<file path="src/sv/tsf_pkg.sv">
// Shared types and control byte codes for the terminal sequence filter.
`default_nettype none

package tsf_pkg;

    // Control byte codes of the terminal data stream
    localparam logic [7:0] CH_NUL = 8'h00;
    localparam logic [7:0] CH_SI  = 8'h0F;
    localparam logic [7:0] CH_SOE = 8'h1E;
    localparam logic [7:0] CH_ESC = 8'h1B;
    localparam logic [7:0] CH_EM  = 8'h19;
    localparam logic [7:0] CH_US  = 8'h1F;
    localparam logic [7:0] CH_SO  = 8'h0E;
    localparam logic [7:0] CH_VT  = 8'h0B;
    localparam logic [7:0] CH_HT  = 8'h09;
    localparam logic [7:0] CH_FS  = 8'h1C;
    localparam logic [7:0] CH_DC3 = 8'h13;
    localparam logic [7:0] CH_X   = 8'h58;
    localparam logic [7:0] CH_Y   = 8'h59;
    localparam logic [7:0] CH_Z   = 8'h5A;
    localparam logic [7:0] CH_SP  = 8'h20;
    localparam logic [7:0] CH_BANG  = 8'h21;
    localparam logic [7:0] CH_QUOTE = 8'h22;
    localparam logic [7:0] CH_HASH  = 8'h23;

    // Pending lead byte class
    typedef enum logic [1:0] {
        LEAD_NONE = 2'd0,
        LEAD_ESC  = 2'd1,
        LEAD_FCC  = 2'd2,
        LEAD_SO   = 2'd3
    } t_lead;

    // One result item
    typedef struct packed {
        logic [7:0] out_byte;
        logic       out_valid;
        logic       out_end;
    } t_result;

endpackage

`default_nettype wire

</file>
<file path="src/sv/terminal_sequence_filter.sv">
// Top level of the terminal sequence filter: byte classifier, skip counter, output skid.
//
//   channel   direction  handshake            payload
//   input     in         i_valid / o_stall    i_in_byte, i_message_end
//   result    out        o_valid / i_stall    o_out_byte, o_out_valid, o_out_end
//
// One item per cycle while o_stall is low; each accepted byte yields one registered result item.
// The lead register and the 3-bit skip counter update in the same cycle as the byte.
// Reset is synchronous, active low, and clears the lead, the counter and both output slots.
// A stalled result is held in the output register; one more item is caught in the skid
// register, and o_stall rises only while that skid slot is full.
`default_nettype none

module terminal_sequence_filter (
    input  wire        i_clk,
    input  wire        i_rst_n,
    input  wire        i_valid,
    output logic       o_stall,
    input  wire  [7:0] i_in_byte,
    input  wire        i_message_end,
    output logic       o_valid,
    input  wire        i_stall,
    output logic [7:0] o_out_byte,
    output logic       o_out_valid,
    output logic       o_out_end
);

    tsf_pkg::t_lead   r_lead, n_lead;
    logic [2:0]       r_skip, n_skip;
    tsf_pkg::t_result r_out, r_skid, n_res;
    logic             r_out_vld, r_skid_vld;
    logic             accept, out_free;

    // Bytes still to drop after the selector, given the lead class
    function automatic logic [2:0] skip_after(tsf_pkg::t_lead kind, logic [7:0] sel);
        logic [2:0] len;
        len = 3'd0;
        unique case (kind)
            tsf_pkg::LEAD_ESC: begin
                if (sel == tsf_pkg::CH_VT) len = 3'd3;
                else if (sel == tsf_pkg::CH_FS || sel == tsf_pkg::CH_X ||
                         sel == tsf_pkg::CH_Y || sel == tsf_pkg::CH_Z) len = 3'd1;
                else len = 3'd0;
            end
            tsf_pkg::LEAD_FCC: begin
                if (sel == tsf_pkg::CH_SP || sel == tsf_pkg::CH_BANG ||
                    sel == tsf_pkg::CH_QUOTE) len = 3'd3;
                else if (sel == tsf_pkg::CH_HASH) len = 3'd4;
                else len = 3'd1;
            end
            tsf_pkg::LEAD_SO: begin
                if (sel == tsf_pkg::CH_DC3) len = 3'd1;
                else len = 3'd3;
            end
            default: len = 3'd0;
        endcase
        return len;
    endfunction

    assign accept   = i_valid && !r_skid_vld;
    assign out_free = !r_out_vld || !i_stall;

    // Classify the incoming byte and work out the next lead and skip state
    always_comb begin
        logic keep;
        keep   = 1'b0;
        n_lead = r_lead;
        n_skip = r_skip;
        if (r_skip != 3'd0) begin
            n_skip = r_skip - 3'd1;
        end else if (r_lead != tsf_pkg::LEAD_NONE) begin
            n_skip = skip_after(r_lead, i_in_byte);
            n_lead = tsf_pkg::LEAD_NONE;
        end else if (i_in_byte == tsf_pkg::CH_NUL || i_in_byte == tsf_pkg::CH_SI ||
                     i_in_byte == tsf_pkg::CH_SOE) begin
            n_skip = 3'd1;
        end else if (i_in_byte == tsf_pkg::CH_ESC) begin
            n_lead = tsf_pkg::LEAD_ESC;
        end else if (i_in_byte == tsf_pkg::CH_EM || i_in_byte == tsf_pkg::CH_US) begin
            n_lead = tsf_pkg::LEAD_FCC;
        end else if (i_in_byte == tsf_pkg::CH_SO) begin
            n_lead = tsf_pkg::LEAD_SO;
        end else begin
            keep = 1'b1;
        end
        // Drop any open sequence at message end
        if (i_message_end) begin
            n_lead = tsf_pkg::LEAD_NONE;
            n_skip = 3'd0;
        end
        n_res.out_byte  = keep ? i_in_byte : 8'h00;
        n_res.out_valid = keep;
        n_res.out_end   = i_message_end;
    end

    // Advance the sequence state on each accepted item
    always_ff @(posedge i_clk) begin
        if (!i_rst_n) begin
            r_lead <= tsf_pkg::LEAD_NONE;
            r_skip <= 3'd0;
        end else if (accept) begin
            r_lead <= n_lead;
            r_skip <= n_skip;
        end
    end

    // Output register with skid slot behind it
    always_ff @(posedge i_clk) begin
        if (!i_rst_n) begin
            r_out_vld  <= 1'b0;
            r_skid_vld <= 1'b0;
        end else if (out_free) begin
            if (r_skid_vld) begin
                r_out_vld  <= 1'b1;
                r_skid_vld <= 1'b0;
            end else begin
                r_out_vld  <= accept;
            end
        end else if (accept) begin
            r_skid_vld <= 1'b1;
        end
    end

    // Payload moves without reset
    always_ff @(posedge i_clk) begin
        if (out_free) begin
            if (r_skid_vld) r_out <= r_skid;
            else if (accept) r_out <= n_res;
        end else if (accept) begin
            r_skid <= n_res;
        end
    end

    assign o_stall     = r_skid_vld;
    assign o_valid     = r_out_vld;
    assign o_out_byte  = r_out.out_byte;
    assign o_out_valid = r_out.out_valid;
    assign o_out_end   = r_out.out_end;

endmodule

`default_nettype wire

</file>
<file path="config.mk">
export PLATFORM = sky130hd
export DESIGN_NAME = terminal_sequence_filter
export DESIGN_NICKNAME = d
export VERILOG_FILES = /design/src/sv/tsf_pkg.sv /design/src/sv/terminal_sequence_filter.sv
export SDC_FILE = /design/constraint.sdc
export NUM_CORES = 1
export LEC_CHECK = 0
export ABC_AREA = 1
export BUFFER_PORTS_ARGS = -buffer_cell sky130_fd_sc_hd__buf_4
export CAP_MARGIN = 10
export CORE_MARGIN = 4
export CORE_UTILIZATION = 55
export CTS_CLUSTER_DIAMETER = 80
export DETAILED_ROUTE_END_ITERATION = 10
export PLACE_DENSITY = 0.78
export SETUP_SLACK_MARGIN = 0.2
export SLEW_MARGIN = 20
export SYNTH_ARGS = -nofsm -noshare
export SYNTH_HDL_FRONTEND = slang
export SYNTH_SLANG_ARGS = --single-unit
</file>
<file path="constraint.sdc">
create_clock -name i_clk -period 2.2 [get_ports i_clk]
set_input_delay 0.44 -clock i_clk [delete_from_list [all_inputs] [get_ports i_clk]]
set_output_delay 0.44 -clock i_clk [all_outputs]
set_load 0.01 [all_outputs]
</file>
== Word-level counts from Yosys, hierarchy flattened ==
Index checks and enable logic that the tools add are counted.
Operators by class
  equality and inequality tests: 21
  reduce and logical (&&, ||, !) cells: 24
  bitwise operators: 2
  mux-type cells: 27
  $add $sub $neg: 1
Operators by type and width (number)
  $eq 8x5->1 const B: 6
  $eq 8x6->1 const B: 4
  $eq 8x4->1 const B: 3
  $eq 8x7->1 const B: 3
  $mux 10: 2
  $mux 2: 9
  $mux 3: 6
  $logic_or 1x1->1: 9
  $pmux 3 s3: 1
  $logic_not 8->1: 1
  $mux 1: 8
  $mux 8: 1
  $reduce_and 2->1: 3
  $reduce_bool 5->1: 1
  $eq 2x2->1 const B: 2
  $reduce_and 4->1: 1
  $reduce_bool 2->1: 2
  $reduce_bool 4->1: 1
  $logic_not 1->1: 3
  $ne 3x3->1 const B: 1
  $reduce_bool 3->1: 1
  $sub 3x1->3 const B: 1
  $eq 2x1->1 const B: 1
  $ne 2x2->1 const B: 1
  3 further kinds: 4
Storage, ports and cells
  output and inout port bits: 12
  input port bits: 13
  register bits after elaboration: 27
  logic and storage cells: 85

== Depth between registers and ports, before layout ==
  depth in word-level cells: 10
  gate-level depth with buffers: 11
  mapped depth without buffers: 11

== Worst setup path before layout ==
Ideal clock, no wire load.
  kind: input to register
  from: input port i_in_byte[5]
  to: register r_out (netlist bit o_out_byte[0]), data pin
  path buffers: 0
  cell stages on the path: 11
  setup slack: 0.629 ns
  setup time: 0.253 ns
  arrival time: 1.318 ns
  cell sequence: inv_2 -> nand2_1 -> nor2_2 -> nand2_1 -> and2_4 -> nand2_4 -> nor2_4 -> inv_4 -> nor2_2 -> nand2_1 -> nand2_1
RTL lines
  from (decl): line terminal_sequence_filter.sv:19  | input wire [7:0] i_in_byte,
  to (signal assigned): line terminal_sequence_filter.sv:127  | if (r_skid_vld) r_out <= r_skid;
  to (signal assigned): line terminal_sequence_filter.sv:128  | else if (accept) r_out <= n_res;
  to (decl): line terminal_sequence_filter.sv:30  | tsf_pkg::t_result r_out, r_skid, n_res;

==> results.toml <==
[clocking]
cts.sinks = 27
clkLatencyLatePin_ns = 0.31
cts_tree = "yes"
cts_root_buffer = "clkbuf_4"
clock_path_buffers = 2
numCtsBuffers = 3
cts_resized = 0
clkTransAtPathRegs_ns = 0.13
cts_setup_buffers = 0
ctsHoldBuffers = 0
h-tree-depth = 1

[synthesis]
ys.flop_type = "edfxtp_1"
netlist_instances = 182
synth.most_common_cell = "nand2_1"
synthTopCellsByArea = "edfxtp_1, nand2_1, dfxtp_1, nor2_1, inv_1"
async_flop_share_pct = 0
ys_top_cells_by_count = "nand2_1, nor2_1, edfxtp_1, inv_1, nor2_2"
synth_edf_count = 20
yosysTopAreaCellShare_pct = 41.5
netlist_area_um2 = 1450
synth_warnings = 0
syn_nets = 197
synth.largest_area_cell = "edfxtp_1"
syn_avg_cell_area_um2 = 7.96
ys_seq_elements = 27
synth.distinct_cells = 22
ys_seq_area_share_pct = 51.1

[route]
wl_met3_um = 126
drc = 0
num_vias = 1234
wire_per_inst_um = 12.1
wl_met2_mm = 1.53
wl_met1_mm = 1.16
drt_wl_total_mm = 2.92
route.antenna.remaining_nets = 0
firstDrtPassIters = 4
drtIter0Drc = 48
vias_per_cell = 5.12
top_layer_used = "met4"

[global_route]
antenna_found_initial = 0
grt_pass1_vias = 1145
grt_max_degree = 17
grt_pass1_wl_mm = 4.75
overflow = 0
grtUsageTotal_pct = 17.7

[placement]
hpwl_mm = 2.44
dp.cells = 237
portBuffers = 24
place_congestion = 0.910

[worst_setup_path]
worst-endpoint-required_ns = 2.39
cp_top_family = "simple AND/OR/NAND/NOR gates"
critPathCaptureType = "flop"
reg2reg_to = "o_out_byte[5]"
worst-path-stages = 11
startpoint = "r_skip[0]"
r2r_cells = 11
worstPathArrival_ns = 1.90
endpoint = "o_out_byte[5]"
critPathKind = "reg2reg"
crit_path_top_delay_cell = "dfxtp_1"
crit_top_cell = "inv_1"
slowest_delay_ns = 0.33
cp-start-kind = "flop"
rrSetupSlack_ns = 0.49
critPathBufInv = 4
r2r-start = "r_skip[0]"
crit_chain = "inv_1, ha_1, inv_1, or2_4, inv_1, nand4_1, nor2_4, inv_4, nor2_2, nand2_1, nand2_1"
path_max_fanout = 9

[cells_and_area]
areaGrowthSynthToFinish_pct = 17.2
fin_util_pct = 67.9
nets = 227
drive_gt1_share_pct = 23.2
finalNonFillerCells = 241
diodes = 0

[power_and_ir_drop]
power.leakage_nw = 0.781
ir_drop_mv = 0.505
p_per_area_nw_per_um2 = 602

[sta]
post-route-min-period_ns = 1.71
final.setup.tns_ns = 0
max_slew.worst_pin.slew_ns = 0.487
fin_crit_sh_pct = 77.5
skew_ns = 0.00137
max_freq_mhz = 586
finalHoldViolCount = 0
setup_violations = 0
maxSlewViolCount = 0
rsz0062_at_grt = "no"
relSlewSlack_pct = 67.5

[die]
die_area_um2 = 3520
placementRows = 18
coreArea_um2 = 2500
dieHeight_um = 59.3
io_pins = 25
start_util_pct = 58.0
die_w_um = 59.3

[status]
run_status = "completed"

[hold_path]
hold_class = "in2reg"

[flow_run]
max-cap-violations = 0
[per-stage QoR]
step / setup slack [ns] / hold slack, ns / cell area, µm² / power (mW)
after floorplan: 0.629 / 0.445 / 1450 / 0.747
after global placement: 0.407 / 0.453 / 1670 / 0.824
after detailed placement: 0.342 / 0.471 / 1670 / 0.834
after CTS: 0.468 / 0.331 / 1700 / 1.03
after global routing: 0.354 / 0.328 / 1700 / 1.08
final: 0.494 / 0.343 / 1700 / 1.02
[flip-flops by register name, indices dropped and copies added, names as in the netlist]
signal	cells
r_skip	3
o_valid	1
r_skid	10
r_lead	2
o_out_end	1
o_out_valid	1
o_stall	1
o_out_byte	8
[placed cells by master (no fill, tap or decap), types with 6 or more instances in the layout]
cell type and n:
nor2_2 9, a21oi_1 7, nand2_1 62, buf_4 26
edfxtp_1 20, dfxtp_1 7, nor2_1 25, nand3_1 6
nand4_1 6, inv_1 20
[per-layer routing]
metal | vias to the layer above | track usage (%)
li1 | 633 | -
met1 | 566 | 20.7
met2 | 25 | 31.0
met3 | 10 | 2.83
met4 | 0 | 9.06
met5 | - | 0
[cell type report]
| class | count | area, µm² |
|---|---|---|
| Clock buffer | 3 | 22.5 |
| Clock inverter | 1 | 5.00 |
| Fill cell | 218 | 802 |
| Inverter | 24 | 92.6 |
| Multi-Input combinational cell | 130 | 604 |
| Sequential cell | 27 | 741 |
| Tap cell | 30 | 37.5 |
| Timing Repair Buffer | 26 | 195 |
[how the worst min path moves through the flow]
stage,start,end,cells past startpoint
2_1_floorplan,r_skip[0],r_skip[0],2
3_3_place_gp,r_skip[0],r_skip[0],2
3_5_place_dp,r_skip[0],r_skip[0],2
4_1_cts,i_message_end,r_skid[0],1
5_1_grt,i_message_end,r_skid[0],1
6_report,i_message_end,r_skid[0],1
[report_power, final]
part / total (mW) / internal, mW / switching [mW]
combinational: 0.222 / 0.0887 / 0.133
clock: 0.200 / 0.0680 / 0.132
sequential: 0.600 / 0.589 / 0.0112
[kinds of logic after synthesis]
group	share of synthesized area, %
flip-flops	51.1
adder cells (fa/ha/maj)	1.73
XOR/XNOR	0.605
AO/OA/AOI/OAI	3.97
buffers and inverters	7.17
AND/OR/NAND/NOR	35.4
Power figures use the tool's default switching activity.
